$ cat config.mk
export PLATFORM = sky130hd
export DESIGN_NAME = line_centroid_edge_detector_flat
export DESIGN_NICKNAME = d
export VERILOG_FILES = /design/src/rtl/core/lced_pkg.sv /design/src/rtl/core/lced_pix_if.sv /design/src/rtl/core/lced_res_if.sv /design/src/rtl/core/lced_front.sv /design/src/rtl/core/lced_fifo.sv /design/src/rtl/core/lced_back.sv /design/src/rtl/core/line_centroid_edge_detector.sv /design/src/flat_wrapper.sv
export SDC_FILE = /design/constraint.sdc
export NUM_CORES = 2
export LEC_CHECK = 0
export ABC_AREA = 1
export BUFFER_PORTS_ARGS = -buffer_cell sky130_fd_sc_hd__buf_4
export CAP_MARGIN = 10
export CORE_MARGIN = 5
export CORE_UTILIZATION = 50
export CTS_BUF_LIST = sky130_fd_sc_hd__clkbuf_8
export DETAILED_ROUTE_END_ITERATION = 7
export PLACE_DENSITY = 0.74
export SYNTH_ARGS = -nofsm -noshare
export SYNTH_HDL_FRONTEND = slang
export SYNTH_SLANG_ARGS = --single-unit
$ cat constraint.sdc
create_clock -name clk_i -period 24.7 [get_ports clk_i]
set_input_delay 1.235 -clock clk_i [delete_from_list [all_inputs] [get_ports clk_i]]
set_output_delay 1.235 -clock clk_i [all_outputs]
set_load 0.05 [all_outputs]
$ cat src/rtl/core/lced_pkg.sv
// shared types and constants of the line centroid edge detector
// depends on nothing; used by lced_front, lced_back and the top level
package lced_pkg;

  // register map, index of each register in the config space
  localparam logic [2:0] REG_FRAME_WIDTH    = 3'd0;
  localparam logic [2:0] REG_FRAME_HEIGHT   = 3'd1;
  localparam logic [2:0] REG_HUE_THRESHOLD  = 3'd2;
  localparam logic [2:0] REG_GRAY_THRESHOLD = 3'd3;
  localparam logic [2:0] REG_STRIP_WIDTH    = 3'd4;
  localparam logic [2:0] REG_EDGE_MIN_COUNT = 3'd5;
  localparam logic [2:0] REG_OFFSET_LOW     = 3'd6;
  localparam logic [2:0] REG_OFFSET_HIGH    = 3'd7;

  localparam logic [10:0] RST_FRAME_WIDTH    = 11'd640;
  localparam logic [10:0] RST_FRAME_HEIGHT   = 11'd480;
  localparam logic [7:0]  RST_HUE_THRESHOLD  = 8'd20;
  localparam logic [7:0]  RST_GRAY_THRESHOLD = 8'd200;
  localparam logic [9:0]  RST_STRIP_WIDTH    = 10'd40;
  localparam logic [20:0] RST_EDGE_MIN_COUNT = 21'd5000;
  localparam logic [9:0]  RST_OFFSET_LOW     = 10'd230;
  localparam logic [9:0]  RST_OFFSET_HIGH    = 10'd250;

  typedef enum logic [1:0] {
    EDGE_NONE  = 2'd0,
    EDGE_LEFT  = 2'd1,
    EDGE_RIGHT = 2'd2
  } edge_e;

  typedef enum logic [2:0] {
    CORR_NONE      = 3'd0,
    CORR_LEFT      = 3'd1,
    CORR_RIGHT     = 3'd2,
    CORR_ROT_RIGHT = 3'd3,
    CORR_ROT_LEFT  = 3'd4
  } corr_e;

  typedef struct packed {
    logic [10:0] frame_width;
    logic [10:0] frame_height;
    logic [7:0]  hue_threshold;
    logic [7:0]  gray_threshold;
    logic [9:0]  strip_width;
    logic [20:0] edge_min_count;
    logic [9:0]  offset_low;
    logic [9:0]  offset_high;
  } cfg_t;

  typedef struct packed {
    edge_e       edge_flag;
    corr_e       correction;
    logic [9:0]  centroid_x;
    logic [9:0]  centroid_y;
    logic        centroid_valid;
    logic [13:0] left_row;
    logic [13:0] right_row;
    logic        strips_valid;
    logic        offset_flag;
    logic        rotate_right;
    logic        rotate_left;
  } res_t;

endpackage

$ cat src/rtl/core/lced_pix_if.sv
// pixel channel: valid/ready handshake with gray and hue payload
// depends on nothing
interface lced_pix_if;
  logic       valid;
  logic       ready;
  logic [7:0] gray_level;
  logic [7:0] hue_level;

  modport source (output valid, output gray_level, output hue_level, input ready);
  modport sink   (input valid, input gray_level, input hue_level, output ready);
endinterface

$ cat src/rtl/core/lced_res_if.sv
// result channel: valid/ready handshake with one frame summary as payload
// depends on nothing
interface lced_res_if;
  logic        valid;
  logic        ready;
  logic [1:0]  edge_flag;
  logic [2:0]  correction;
  logic [9:0]  centroid_x;
  logic [9:0]  centroid_y;
  logic        centroid_valid;
  logic [13:0] left_row;
  logic [13:0] right_row;
  logic        strips_valid;
  logic        offset_flag;
  logic        rotate_right;
  logic        rotate_left;

  modport source (output valid, output edge_flag, output correction, output centroid_x,
                  output centroid_y, output centroid_valid, output left_row,
                  output right_row, output strips_valid, output offset_flag,
                  output rotate_right, output rotate_left, input ready);
  modport sink   (input valid, input edge_flag, input correction, input centroid_x,
                  input centroid_y, input centroid_valid, input left_row,
                  input right_row, input strips_valid, input offset_flag,
                  input rotate_right, input rotate_left, output ready);
endinterface

$ cat src/rtl/core/lced_front.sv
// pixel front end: position counters and per-frame accumulators
// depends on lced_pkg and lced_pix_if
module lced_front #(
  parameter int MAX_WIDTH  = 1024,
  parameter int MAX_HEIGHT = 1024,
  localparam int CW  = $clog2(MAX_WIDTH),
  localparam int RW  = $clog2(MAX_HEIGHT),
  localparam int NW  = CW + RW + 1,
  localparam int XSW = NW + CW,
  localparam int YSW = NW + RW,
  localparam int SNW = 5 * NW + XSW + 3 * YSW
) (
  input  logic              clk_i,
  input  logic              rst_ni,
  input  lced_pkg::cfg_t    cfg_i,
  lced_pix_if.sink          pix,
  output logic              push_valid_o,
  output logic [SNW-1:0]    push_data_o,
  input  logic              push_ready_i
);

  logic [CW-1:0]  col_q, col_d;
  logic [RW-1:0]  row_q, row_d;
  logic [NW-1:0]  n_q, n_d, lc_q, lc_d, rc_q, rc_d, lb_q, lb_d, rb_q, rb_d;
  logic [XSW-1:0] sx_q, sx_d;
  logic [YSW-1:0] sy_q, sy_d, ly_q, ly_d, ry_q, ry_d;
  logic [15:0]    w, h;
  logic           last_col, last_row, in_right, left_b, left_l;
  logic           bright, line, accept, last;

  assign pix.ready = push_ready_i;
  assign accept    = pix.valid && pix.ready;

  always_comb begin
    // zero size acts as one, oversize saturates
    if (cfg_i.frame_width == 11'd0) w = 16'd1;
    else if (16'(cfg_i.frame_width) > 16'(MAX_WIDTH)) w = 16'(MAX_WIDTH);
    else w = 16'(cfg_i.frame_width);
    if (cfg_i.frame_height == 11'd0) h = 16'd1;
    else if (16'(cfg_i.frame_height) > 16'(MAX_HEIGHT)) h = 16'(MAX_HEIGHT);
    else h = 16'(cfg_i.frame_height);
  end

  assign last_col = 16'(col_q) >= w - 16'd1;
  assign last_row = 16'(row_q) >= h - 16'd1;
  assign last     = last_col && last_row;
  assign in_right = (17'(col_q) + 17'(cfg_i.strip_width)) >= 17'(w);
  assign left_b   = 16'(col_q) <= 16'(cfg_i.strip_width);
  assign left_l   = 16'(col_q) < 16'(cfg_i.strip_width);
  assign bright   = pix.gray_level > cfg_i.gray_threshold;
  assign line     = pix.hue_level <= cfg_i.hue_threshold;

  always_comb begin
    n_d  = n_q + NW'(line);
    sx_d = line ? sx_q + XSW'(col_q) : sx_q;
    sy_d = line ? sy_q + YSW'(row_q) : sy_q;
    lc_d = lc_q + NW'(line && left_l);
    ly_d = (line && left_l) ? ly_q + YSW'(row_q) : ly_q;
    rc_d = rc_q + NW'(line && in_right);
    ry_d = (line && in_right) ? ry_q + YSW'(row_q) : ry_q;
    lb_d = lb_q + NW'(bright && left_b);
    rb_d = rb_q + NW'(bright && !left_b && in_right);
    if (last_col) begin
      col_d = '0;
      row_d = last_row ? '0 : row_q + RW'(1);
    end else begin
      col_d = col_q + CW'(1);
      row_d = row_q;
    end
  end

  assign push_valid_o = accept && last;
  assign push_data_o  = {n_d, sx_d, sy_d, lc_d, ly_d, rc_d, ry_d, lb_d, rb_d};

  always_ff @(posedge clk_i or negedge rst_ni) begin
    if (!rst_ni) begin
      col_q <= '0; row_q <= '0;
      n_q <= '0; sx_q <= '0; sy_q <= '0;
      lc_q <= '0; ly_q <= '0; rc_q <= '0; ry_q <= '0;
      lb_q <= '0; rb_q <= '0;
    end else if (accept) begin
      col_q <= col_d;
      row_q <= row_d;
      if (last) begin
        n_q <= '0; sx_q <= '0; sy_q <= '0;
        lc_q <= '0; ly_q <= '0; rc_q <= '0; ry_q <= '0;
        lb_q <= '0; rb_q <= '0;
      end else begin
        n_q <= n_d; sx_q <= sx_d; sy_q <= sy_d;
        lc_q <= lc_d; ly_q <= ly_d; rc_q <= rc_d; ry_q <= ry_d;
        lb_q <= lb_d; rb_q <= rb_d;
      end
    end
  end

endmodule

$ cat src/rtl/core/lced_fifo.sv
// two-entry queue carrying frame sums from front end to back end
// depends on nothing
module lced_fifo #(
  parameter int WIDTH = 8
) (
  input  logic             clk_i,
  input  logic             rst_ni,
  input  logic             push_valid_i,
  input  logic [WIDTH-1:0] push_data_i,
  output logic             push_ready_o,
  output logic             pop_valid_o,
  output logic [WIDTH-1:0] pop_data_o,
  input  logic             pop_ready_i
);

  logic [WIDTH-1:0] mem_q [2];
  logic             wr_q, rd_q;
  logic [1:0]       cnt_q;
  logic             push, pop;

  assign push_ready_o = cnt_q != 2'd2;
  assign pop_valid_o  = cnt_q != 2'd0;
  assign push         = push_valid_i && push_ready_o;
  assign pop          = pop_valid_o && pop_ready_i;

  always_ff @(posedge clk_i or negedge rst_ni) begin
    if (!rst_ni) begin
      wr_q  <= 1'b0;
      rd_q  <= 1'b0;
      cnt_q <= 2'd0;
    end else begin
      if (push) wr_q <= !wr_q;
      if (pop) rd_q <= !rd_q;
      cnt_q <= cnt_q + 2'(push) - 2'(pop);
    end
  end

  always_ff @(posedge clk_i) begin
    if (push) mem_q[wr_q] <= push_data_i;
  end

  assign pop_data_o = mem_q[rd_q];

endmodule

$ cat src/rtl/core/lced_back.sv
// frame back end: bit-serial dividers and multipliers, result register
// depends on lced_pkg and lced_res_if
module lced_back #(
  parameter int MAX_WIDTH    = 1024,
  parameter int MAX_HEIGHT   = 1024,
  parameter int SLANT_MARGIN = 15,
  localparam int CW  = $clog2(MAX_WIDTH),
  localparam int RW  = $clog2(MAX_HEIGHT),
  localparam int NW  = CW + RW + 1,
  localparam int XSW = NW + CW,
  localparam int YSW = NW + RW,
  localparam int SNW = 5 * NW + XSW + 3 * YSW,
  localparam int MXW = (CW > RW) ? CW : RW,
  localparam int DW  = NW + MXW + 4,
  localparam int PW  = 2 * NW + RW + 9,
  localparam int CNW = $clog2(DW + 1)
) (
  input  logic           clk_i,
  input  logic           rst_ni,
  input  lced_pkg::cfg_t cfg_i,
  input  logic           pop_valid_i,
  input  logic [SNW-1:0] pop_data_i,
  output logic           pop_ready_o,
  lced_res_if.source     res
);

  localparam logic ST_IDLE = 1'b0;
  localparam logic ST_RUN  = 1'b1;

  logic           state_q;
  logic [CNW-1:0] cnt_q;
  logic [DW-1:0]  num_q [4];
  logic [DW-1:0]  num_nx [4];
  logic [NW-1:0]  rem_q [4];
  logic [NW-1:0]  rem_nx [4];
  logic [NW-1:0]  den_q [4];
  logic [NW:0]    trial [4];
  logic [PW-1:0]  mc_q [3];
  logic [NW-1:0]  mb_q [3];
  logic [PW-1:0]  acc_q [3];
  logic [PW-1:0]  acc_nx [3];
  logic [NW-1:0]  n_q, lc_q, rc_q, lb_q, rb_q;

  logic [NW-1:0]  n_w, lc_w, rc_w, lb_w, rb_w;
  logic [XSW-1:0] sx_w;
  logic [YSW-1:0] sy_w, ly_w, ry_w;
  logic [NW+7:0]  lcm_w;

  logic            res_valid_q;
  lced_pkg::res_t  res_q, res_d;
  logic            start, finish, store, cval, sval, ror, rol;

  assign {n_w, sx_w, sy_w, lc_w, ly_w, rc_w, ry_w, lb_w, rb_w} = pop_data_i;
  assign lcm_w = (NW + 8)'(lc_w) * (NW + 8)'(SLANT_MARGIN);

  assign pop_ready_o = state_q == ST_IDLE;
  assign start  = pop_valid_i && pop_ready_o;
  assign finish = (state_q == ST_RUN) && (cnt_q == CNW'(DW));
  assign store  = finish && (!res_valid_q || res.ready);

  // one restoring-division step per lane, one shift-add step per product
  always_comb begin
    for (int i = 0; i < 4; i++) begin
      trial[i] = {rem_q[i], num_q[i][DW-1]};
      if (trial[i] >= {1'b0, den_q[i]}) begin
        rem_nx[i] = NW'(trial[i] - {1'b0, den_q[i]});
        num_nx[i] = {num_q[i][DW-2:0], 1'b1};
      end else begin
        rem_nx[i] = trial[i][NW-1:0];
        num_nx[i] = {num_q[i][DW-2:0], 1'b0};
      end
    end
    for (int j = 0; j < 3; j++) begin
      acc_nx[j] = mb_q[j][0] ? acc_q[j] + mc_q[j] : acc_q[j];
    end
  end

  assign cval = n_q != '0;
  assign sval = (lc_q != '0) && (rc_q != '0);
  // acc 0: left sum times right count, acc 1: right sum times left count,
  // acc 2: margin times both counts
  assign ror  = sval && (acc_q[1] > acc_q[0] + acc_q[2]);
  assign rol  = sval && !ror && (acc_q[0] > acc_q[1] + acc_q[2]);

  always_comb begin
    res_d = '0;
    if (32'(lb_q) > 32'(cfg_i.edge_min_count) && lb_q > rb_q) begin
      res_d.edge_flag = lced_pkg::EDGE_LEFT;
    end else if (32'(rb_q) > 32'(cfg_i.edge_min_count) && rb_q > lb_q) begin
      res_d.edge_flag = lced_pkg::EDGE_RIGHT;
    end else begin
      res_d.edge_flag = lced_pkg::EDGE_NONE;
    end
    priority if (res_d.edge_flag == lced_pkg::EDGE_LEFT) res_d.correction = lced_pkg::CORR_LEFT;
    else if (res_d.edge_flag == lced_pkg::EDGE_RIGHT) res_d.correction = lced_pkg::CORR_RIGHT;
    else if (ror) res_d.correction = lced_pkg::CORR_ROT_RIGHT;
    else if (rol) res_d.correction = lced_pkg::CORR_ROT_LEFT;
    else res_d.correction = lced_pkg::CORR_NONE;
    res_d.centroid_valid = cval;
    res_d.strips_valid   = sval;
    res_d.rotate_right   = ror;
    res_d.rotate_left    = rol;
    if (cval) begin
      res_d.centroid_x  = num_q[0][9:0];
      res_d.centroid_y  = num_q[1][9:0];
      res_d.offset_flag = (num_q[1] < DW'(cfg_i.offset_low)) ||
                          (num_q[1] > DW'(cfg_i.offset_high));
    end
    if (sval) begin
      res_d.left_row  = num_q[2][13:0];
      res_d.right_row = num_q[3][13:0];
    end
  end

  always_ff @(posedge clk_i or negedge rst_ni) begin
    if (!rst_ni) begin
      state_q     <= ST_IDLE;
      cnt_q       <= '0;
      res_valid_q <= 1'b0;
    end else begin
      if (res.valid && res.ready) res_valid_q <= 1'b0;
      if (store) res_valid_q <= 1'b1;
      unique case (state_q)
        ST_IDLE: begin
          if (start) begin
            state_q <= ST_RUN;
            cnt_q   <= '0;
          end
        end
        ST_RUN: begin
          if (store) state_q <= ST_IDLE;
          else if (!finish) cnt_q <= cnt_q + CNW'(1);
        end
        default: state_q <= ST_IDLE;
      endcase
    end
  end

  always_ff @(posedge clk_i) begin
    if (start) begin
      num_q[0] <= DW'(sx_w);
      num_q[1] <= DW'(sy_w);
      num_q[2] <= DW'({ly_w, 4'b0000});
      num_q[3] <= DW'({ry_w, 4'b0000});
      den_q[0] <= n_w;
      den_q[1] <= n_w;
      den_q[2] <= lc_w;
      den_q[3] <= rc_w;
      for (int i = 0; i < 4; i++) rem_q[i] <= '0;
      mc_q[0] <= PW'(ly_w);
      mc_q[1] <= PW'(ry_w);
      mc_q[2] <= PW'(lcm_w);
      mb_q[0] <= rc_w;
      mb_q[1] <= lc_w;
      mb_q[2] <= rc_w;
      for (int j = 0; j < 3; j++) acc_q[j] <= '0;
      n_q  <= n_w;
      lc_q <= lc_w;
      rc_q <= rc_w;
      lb_q <= lb_w;
      rb_q <= rb_w;
    end else if (state_q == ST_RUN && !finish) begin
      for (int i = 0; i < 4; i++) begin
        num_q[i] <= num_nx[i];
        rem_q[i] <= rem_nx[i];
      end
      for (int j = 0; j < 3; j++) begin
        acc_q[j] <= acc_nx[j];
        mc_q[j]  <= mc_q[j] << 1;
        mb_q[j]  <= mb_q[j] >> 1;
      end
    end
    if (store) res_q <= res_d;
  end

  assign res.valid          = res_valid_q;
  assign res.edge_flag      = res_q.edge_flag;
  assign res.correction     = res_q.correction;
  assign res.centroid_x     = res_q.centroid_x;
  assign res.centroid_y     = res_q.centroid_y;
  assign res.centroid_valid = res_q.centroid_valid;
  assign res.left_row       = res_q.left_row;
  assign res.right_row      = res_q.right_row;
  assign res.strips_valid   = res_q.strips_valid;
  assign res.offset_flag    = res_q.offset_flag;
  assign res.rotate_right   = res_q.rotate_right;
  assign res.rotate_left    = res_q.rotate_left;

`ifndef SYNTHESIS
  a_no_rot_without_strips: assert property (@(posedge clk_i) disable iff (!rst_ni)
    store && !sval |-> !ror && !rol) else $error("rotate flag with empty strip");
  a_store_only_after_run: assert property (@(posedge clk_i) disable iff (!rst_ni)
    store |-> $past(state_q) == ST_RUN) else $error("result stored outside run");
  a_no_start_while_run: assert property (@(posedge clk_i) disable iff (!rst_ni)
    state_q == ST_RUN |-> !pop_ready_o) else $error("queue popped during run");
`endif

endmodule

$ cat src/rtl/core/line_centroid_edge_detector.sv
// top level of the line centroid edge detector: config registers and wiring
// depends on lced_pkg, lced_pix_if, lced_res_if, lced_front, lced_fifo, lced_back
//
// takes one pixel per clock (gray and hue) in raster order and, after the last
// pixel of each frame, issues one result transaction with the edge flag,
// correction code, floored line centroid, strip rows in q10.4 and the
// offset and rotate flags. the front end accepts a pixel every cycle as long
// as the two-entry frame queue has room; the back end runs bit-serial
// restoring dividers and shift-add multipliers, one bit per cycle, producing
// DW-bit quotients, with DW = clog2(MAX_WIDTH) + clog2(MAX_HEIGHT) + 1 + the
// larger of the two + 4 (35 at the defaults), and takes a new frame only
// once the last result is stored. frames shorter than the back end's run fill
// the queue and stall pixel input.
// config registers sit at byte address 4*index and must be written while idle.
module line_centroid_edge_detector #(
  parameter int MAX_WIDTH    = 1024,
  parameter int MAX_HEIGHT   = 1024,
  parameter int SLANT_MARGIN = 15
) (
  input  logic        clk_i,
  input  logic        rst_ni,
  input  logic        psel,
  input  logic        penable,
  input  logic        pwrite,
  input  logic [4:0]  paddr,
  input  logic [31:0] pwdata,
  output logic [31:0] prdata,
  output logic        pready,
  lced_pix_if.sink    pix_i,
  lced_res_if.source  res_o
);

  localparam int CW  = $clog2(MAX_WIDTH);
  localparam int RW  = $clog2(MAX_HEIGHT);
  localparam int NW  = CW + RW + 1;
  localparam int SNW = 5 * NW + (NW + CW) + 3 * (NW + RW);

  lced_pkg::cfg_t cfg_q;
  logic           wr_en;
  logic           push_valid, push_ready, pop_valid, pop_ready;
  logic [SNW-1:0] push_data, pop_data;

  // config port, pready tied high so no wait states
  assign pready = 1'b1;
  assign wr_en  = psel && penable && pwrite && pready;

  always_ff @(posedge clk_i or negedge rst_ni) begin
    if (!rst_ni) begin
      cfg_q.frame_width    <= lced_pkg::RST_FRAME_WIDTH;
      cfg_q.frame_height   <= lced_pkg::RST_FRAME_HEIGHT;
      cfg_q.hue_threshold  <= lced_pkg::RST_HUE_THRESHOLD;
      cfg_q.gray_threshold <= lced_pkg::RST_GRAY_THRESHOLD;
      cfg_q.strip_width    <= lced_pkg::RST_STRIP_WIDTH;
      cfg_q.edge_min_count <= lced_pkg::RST_EDGE_MIN_COUNT;
      cfg_q.offset_low     <= lced_pkg::RST_OFFSET_LOW;
      cfg_q.offset_high    <= lced_pkg::RST_OFFSET_HIGH;
    end else if (wr_en) begin
      unique case (paddr[4:2])
        lced_pkg::REG_FRAME_WIDTH:    cfg_q.frame_width    <= pwdata[10:0];
        lced_pkg::REG_FRAME_HEIGHT:   cfg_q.frame_height   <= pwdata[10:0];
        lced_pkg::REG_HUE_THRESHOLD:  cfg_q.hue_threshold  <= pwdata[7:0];
        lced_pkg::REG_GRAY_THRESHOLD: cfg_q.gray_threshold <= pwdata[7:0];
        lced_pkg::REG_STRIP_WIDTH:    cfg_q.strip_width    <= pwdata[9:0];
        lced_pkg::REG_EDGE_MIN_COUNT: cfg_q.edge_min_count <= pwdata[20:0];
        lced_pkg::REG_OFFSET_LOW:     cfg_q.offset_low     <= pwdata[9:0];
        lced_pkg::REG_OFFSET_HIGH:    cfg_q.offset_high    <= pwdata[9:0];
        default: ;
      endcase
    end
  end

  // read back
  always_comb begin
    unique case (paddr[4:2])
      lced_pkg::REG_FRAME_WIDTH:    prdata = 32'(cfg_q.frame_width);
      lced_pkg::REG_FRAME_HEIGHT:   prdata = 32'(cfg_q.frame_height);
      lced_pkg::REG_HUE_THRESHOLD:  prdata = 32'(cfg_q.hue_threshold);
      lced_pkg::REG_GRAY_THRESHOLD: prdata = 32'(cfg_q.gray_threshold);
      lced_pkg::REG_STRIP_WIDTH:    prdata = 32'(cfg_q.strip_width);
      lced_pkg::REG_EDGE_MIN_COUNT: prdata = 32'(cfg_q.edge_min_count);
      lced_pkg::REG_OFFSET_LOW:     prdata = 32'(cfg_q.offset_low);
      lced_pkg::REG_OFFSET_HIGH:    prdata = 32'(cfg_q.offset_high);
      default:                      prdata = '0;
    endcase
  end

  // front end: counters and accumulators, hands a frame's sums to the queue
  lced_front #(
    .MAX_WIDTH  (MAX_WIDTH),
    .MAX_HEIGHT (MAX_HEIGHT)
  ) u_front (
    .clk_i        (clk_i),
    .rst_ni       (rst_ni),
    .cfg_i        (cfg_q),
    .pix          (pix_i),
    .push_valid_o (push_valid),
    .push_data_o  (push_data),
    .push_ready_i (push_ready)
  );

  // decouples pixel intake from the end-of-frame arithmetic
  lced_fifo #(
    .WIDTH (SNW)
  ) u_fifo (
    .clk_i        (clk_i),
    .rst_ni       (rst_ni),
    .push_valid_i (push_valid),
    .push_data_i  (push_data),
    .push_ready_o (push_ready),
    .pop_valid_o  (pop_valid),
    .pop_data_o   (pop_data),
    .pop_ready_i  (pop_ready)
  );

  // back end: divisions, slant cross products, result register
  lced_back #(
    .MAX_WIDTH    (MAX_WIDTH),
    .MAX_HEIGHT   (MAX_HEIGHT),
    .SLANT_MARGIN (SLANT_MARGIN)
  ) u_back (
    .clk_i       (clk_i),
    .rst_ni      (rst_ni),
    .cfg_i       (cfg_q),
    .pop_valid_i (pop_valid),
    .pop_data_i  (pop_data),
    .pop_ready_o (pop_ready),
    .res         (res_o)
  );

`ifndef SYNTHESIS
  a_edge_left_corr: assert property (@(posedge clk_i) disable iff (!rst_ni)
    res_o.valid && res_o.edge_flag == lced_pkg::EDGE_LEFT |->
      res_o.correction == lced_pkg::CORR_LEFT) else $error("left edge without left correction");
  a_no_centroid_no_offset: assert property (@(posedge clk_i) disable iff (!rst_ni)
    res_o.valid && !res_o.centroid_valid |-> !res_o.offset_flag && res_o.centroid_x == 10'd0)
    else $error("offset or centroid without line pixels");
  a_rotate_exclusive: assert property (@(posedge clk_i) disable iff (!rst_ni)
    res_o.valid |-> !(res_o.rotate_right && res_o.rotate_left))
    else $error("both rotate flags set");
`endif

endmodule
$ cat src/flat_wrapper.sv
// flat-port wrapper written by rule: the top's interface ports become plain ports
module line_centroid_edge_detector_flat 
#(
  parameter int MAX_WIDTH    = 1024,
  parameter int MAX_HEIGHT   = 1024,
  parameter int SLANT_MARGIN = 15
)
  (clk_i, rst_ni, psel, penable, pwrite, paddr, pwdata, prdata, pready, pix_i_valid, pix_i_gray_level, pix_i_hue_level, pix_i_ready, res_o_valid, res_o_edge_flag, res_o_correction, res_o_centroid_x, res_o_centroid_y, res_o_centroid_valid, res_o_left_row, res_o_right_row, res_o_strips_valid, res_o_offset_flag, res_o_rotate_right, res_o_rotate_left, res_o_ready);
  lced_pix_if pix_i_i ();
  lced_res_if res_o_i ();
  input  logic clk_i;
  input  logic rst_ni;
  input  logic psel;
  input  logic penable;
  input  logic pwrite;
  input  logic [4:0] paddr;
  input  logic [31:0] pwdata;
  output logic [31:0] prdata;
  output logic pready;
  input wire logic [$bits(pix_i_i.valid)-1:0] pix_i_valid;
  input wire logic [$bits(pix_i_i.gray_level)-1:0] pix_i_gray_level;
  input wire logic [$bits(pix_i_i.hue_level)-1:0] pix_i_hue_level;
  output wire logic [$bits(pix_i_i.ready)-1:0] pix_i_ready;
  output wire logic [$bits(res_o_i.valid)-1:0] res_o_valid;
  output wire logic [$bits(res_o_i.edge_flag)-1:0] res_o_edge_flag;
  output wire logic [$bits(res_o_i.correction)-1:0] res_o_correction;
  output wire logic [$bits(res_o_i.centroid_x)-1:0] res_o_centroid_x;
  output wire logic [$bits(res_o_i.centroid_y)-1:0] res_o_centroid_y;
  output wire logic [$bits(res_o_i.centroid_valid)-1:0] res_o_centroid_valid;
  output wire logic [$bits(res_o_i.left_row)-1:0] res_o_left_row;
  output wire logic [$bits(res_o_i.right_row)-1:0] res_o_right_row;
  output wire logic [$bits(res_o_i.strips_valid)-1:0] res_o_strips_valid;
  output wire logic [$bits(res_o_i.offset_flag)-1:0] res_o_offset_flag;
  output wire logic [$bits(res_o_i.rotate_right)-1:0] res_o_rotate_right;
  output wire logic [$bits(res_o_i.rotate_left)-1:0] res_o_rotate_left;
  input wire logic [$bits(res_o_i.ready)-1:0] res_o_ready;
  assign pix_i_i.valid = pix_i_valid;
  assign pix_i_i.gray_level = pix_i_gray_level;
  assign pix_i_i.hue_level = pix_i_hue_level;
  assign pix_i_ready = pix_i_i.ready;
  assign res_o_valid = res_o_i.valid;
  assign res_o_edge_flag = res_o_i.edge_flag;
  assign res_o_correction = res_o_i.correction;
  assign res_o_centroid_x = res_o_i.centroid_x;
  assign res_o_centroid_y = res_o_i.centroid_y;
  assign res_o_centroid_valid = res_o_i.centroid_valid;
  assign res_o_left_row = res_o_i.left_row;
  assign res_o_right_row = res_o_i.right_row;
  assign res_o_strips_valid = res_o_i.strips_valid;
  assign res_o_offset_flag = res_o_i.offset_flag;
  assign res_o_rotate_right = res_o_i.rotate_right;
  assign res_o_rotate_left = res_o_i.rotate_left;
  assign res_o_i.ready = res_o_ready;
  line_centroid_edge_detector #(.MAX_WIDTH(MAX_WIDTH), .MAX_HEIGHT(MAX_HEIGHT), .SLANT_MARGIN(SLANT_MARGIN)) u_core (.clk_i(clk_i), .rst_ni(rst_ni), .psel(psel), .penable(penable), .pwrite(pwrite), .paddr(paddr), .pwdata(pwdata), .prdata(prdata), .pready(pready), .pix_i(pix_i_i), .res_o(res_o_i));
endmodule
==> results.sh <==
export IMPL_antenna_found_initial=8
export IMPL_gp_congestion=0.997
export IMPL_layout_commonest_cell="nand2_1"
export IMPL_status="completed"
export IMPL_rsz0062_at_grt="false"
export IMPL_synth_enable_flop_cells=1253
export IMPL_rows=166
export IMPL_yosysSeqAreaShare_pct=45.4
export IMPL_power_mw=16.8
export IMPL_h_tree_depth=5
export IMPL_power_frac_comb_pct=59.8
export IMPL_port_buffer_count=127
export IMPL_crit_arrival_ns=7.72
export IMPL_dp_hpwl_um=221000
export IMPL_cts_sinks=1603
export IMPL_crit_slowest_cell="inv_1"
export IMPL_syn_instance_count=12000
export IMPL_tns_ns=0
export IMPL_area_growth_pct=8.83
export IMPL_post_route_period_util_pct=27.5
export IMPL_synth_ff_latch_count=1603
export IMPL_synth_top_cell_area_share_pct=36.8
export IMPL_io_pins=153
export IMPL_grtUsageTotal_pct=27.1
export IMPL_via_per_inst=5.61
export IMPL_fin_area_um2=111000
export IMPL_critical_path_max_stage_delay_ns=0.64
export IMPL_cts_max_path_buffers=4
export IMPL_endpoint_kind="register"
export IMPL_clkLatencyLatePin_ns=1.07
export IMPL_synthFlopType="edfxtp_1"
export IMPL_worstSetupStartpoint="u_core.u_front.col_q[0]"
export IMPL_drv_slew=0
export IMPL_report_final_hold_viol_count=0
export IMPL_post_cts_buffers=0
export IMPL_critical_path_class="reg2reg"
export IMPL_drive_above_1_share_pct=6.91
export IMPL_synth_top_cell_by_area="edfxtp_1"
export IMPL_dpl_cell_area_um2=106000
export IMPL_cts_tree="built"
export IMPL_initial_core_util_pct=50.1
export IMPL_fill_cells=18400
export IMPL_p_int_mw=8.26
export IMPL_grt_max_degree=150
export IMPL_worstMarginPinSlew_ns=1.29
export IMPL_peakVddDrop_mv=0.285
export IMPL_relSlewSlack_pct=13.1
export IMPL_cts_hold_buf=0
export IMPL_multiInputGateArea_um2=49200
export IMPL_fin_crit_ns=6.80
export IMPL_final_setup_skew_ns=0.108
export IMPL_wl_per_cell_um=19.5
export IMPL_grt_pass1_wl_um=455000
export IMPL_r2r_end="u_core.u_front.rc_q[18]"
export IMPL_r2r_start="u_core.u_front.col_q[0]"
export IMPL_num_vias=84800
export IMPL_share_seq_of_total_power_pct=25.4
export IMPL_synth_area_um2=102000
export IMPL_start_kind="register"
export IMPL_p_per_area_nw_per_um2=151
export IMPL_cts_root_buf="clkbuf_8"
export IMPL_cp_max_fo=35
export IMPL_die_height_um=462
export IMPL_drc=0
export IMPL_final_cell_mix="3028 x nand2_1, 1429 x inv_1, 1253 x edfxtp_1"
export IMPL_hp_class="in2async"
export IMPL_layout_setup_ws_ns=17.90
export IMPL_cts_resized=0
export IMPL_setup_viol=0
export IMPL_wirelength_um=295000
export IMPL_grt_ovfl_total=0
export IMPL_dp_slack_ns=17.99
export IMPL_async_flop_share_pct=21.8
export IMPL_avgSynthCellArea_um2=8.52
export IMPL_dieArea_um2=213000
export IMPL_path_clk_slew_ns=0.06
export IMPL_first_iter_violations=7705
export IMPL_synth_area_leaders="edfxtp_1 37%, nand2_1 11%, ha_1 9.1%, dfrtp_1 7.9%, inv_1 4.9%"
export IMPL_nets=13000
export IMPL_switching_share_pct=50.9
export IMPL_p_sw_mw=8.57
export IMPL_postRouteAntennaNets=0
export IMPL_ys_types=65
export IMPL_grt_pass1_vias=81500
export IMPL_drt_first_pass_iters=6
export IMPL_cap_viol_max_count=0
export IMPL_p_leak_nw=46.5
export IMPL_core_um2=204000
export IMPL_p_clk_share_pct=14.7
export IMPL_critPathRequiredTime_ns=25.62
export IMPL_yosysWarnings=0
export IMPL_max_freq_mhz=147
export IMPL_numCtsBuffers=294
export IMPL_dieWidth_um=462
export IMPL_reg2reg_slack_ns=17.90
export IMPL_r2r_cells=27
export IMPL_regArea_um2=46400
==> registers in the layout, indices dropped and copies added, names as in the netlist, 31 cells and up <==
name,cells
u_core.u_front.ly_q,31
u_core.u_back.mc_q,183
u_core.u_back.rem_q,84
u_core.u_back.num_q,140
u_core.cfg_q,89
u_core.u_fifo.mem_q,458
u_core.u_front.sy_q,31
u_core.u_front.ry_q,31
u_core.u_back.den_q,63
u_core.u_back.acc_q,183
u_core.u_back.mb_q,42
u_core.u_front.sx_q,31
==> critical path, delay by kind of cell, from the launching register on <==
| family | cells | cell delay (ns) |
|---|---|---|
| adder cells (fa/ha/maj) | 5 | 1.66 |
| AND/OR/NAND/NOR | 11 | 2.09 |
| buffers and inverters | 2 | 0.91 |
| AO/OA/AOI/OAI | 8 | 1.11 |
| flip-flops | 1 | 0.54 |
| XOR/XNOR | 1 | 0.37 |
==> per-layer routing <==
layer,vias to the layer above,routed length (um),part of all wire [%],global-route usage (%)
met4,4,14500,4.9,12.1
met1,39900,126000,43,36.0
li1,41200,-,-,-
met5,-,34,0.012,0
met3,667,18900,6.4,3.78
met2,3031,136000,46,44.2
==> final cells by class <==
| class | instances | area share, % |
|---|---|---|
| Clock buffer | 330 | 4.08 |
| Antenna cell | 11 | 0.0248 |
| Timing Repair Buffer | 186 | 1.27 |
| Sequential cell | 1603 | 41.8 |
| Tap cell | 2688 | 3.02 |
| Multi-Input combinational cell | 8758 | 44.3 |
| Clock inverter | 185 | 0.979 |
| Inverter | 1348 | 4.59 |
==> Yosys cell counts (all sizes together) (2+ instances only) <==
library cell	instances
a221oi	28
o2111ai	14
a211oi	14
o211ai	27
a31oi	195
o31ai	7
nand2	3036
edfxtp	1253
a31o	5
nor3	122
o21a	54
or4	3
or2	17
fa	53
and2	2
a21o	99
nor3b	9
o21bai	71
nand3	612
a21oi	903
ha	740
dfrtp	321
nor4	78
xor2	212
a21boi	25
o21ai	760
inv	1347
o22ai	20
dfstp	29
clkbuf	216
xnor2	192
nand4	145
o41ai	3
and3	16
a311oi	4
buf	76
nor2	1229
conb	2
nand3b	33
o221ai	11
a41oi	2
==> per-stage QoR <==
step	utilization, %	hold slack (ns)	std cells
after global routing	54.5	0.210	15100
after detailed placement	51.7	0.471	14600
final	54.5	0.205	15100
after floorplan	-	0.442	12000
after global placement	51.7	0.454	14600
after CTS	54.5	0.150	15100
==> worst max-delay path by stage <==
stage / end / slack [ns] / cells past startpoint
CTS: u_core.u_front.rc_q[20] / 17.90 / 28
global placement: u_core.u_front.rc_q[18] / 18.12 / 27
floorplan: u_core.u_fifo.mem_q[1][0] / 11.57 / 18
detailed placement: u_core.u_front.rc_q[20] / 17.99 / 28
global route: u_core.u_front.rc_q[20] / 17.49 / 28
finish: u_core.u_front.rc_q[18] / 17.90 / 27
==> cell families (layout without fill, tap and decap cells) <==
group / after synthesis / count (layout) / synth area share, %
xor gates and xnor gates: 404 / 404 / 3.46
other: 2 / 23 / 0.00735
adders and majority gates: 793 / 793 / 10.1
and+or+nand+nor: 5303 / 5303 / 22.2
DFF: 1603 / 1603 / 45.4
AOI/OAI and AO/OA: 2246 / 2246 / 12.3
buffers and inverters: 1640 / 2049 / 6.47
==> power groups by stage <==
stage,registers (mW),logic (mW),clock network (mW)
finish,4.28,10.1,2.48
floorplan,4.41,6.78,0
global route,4.30,11.1,2.66
CTS,4.28,9.88,2.54
detailed placement,4.33,9.84,0
global placement,4.32,9.67,0
Power figures use the tool's default switching activity.
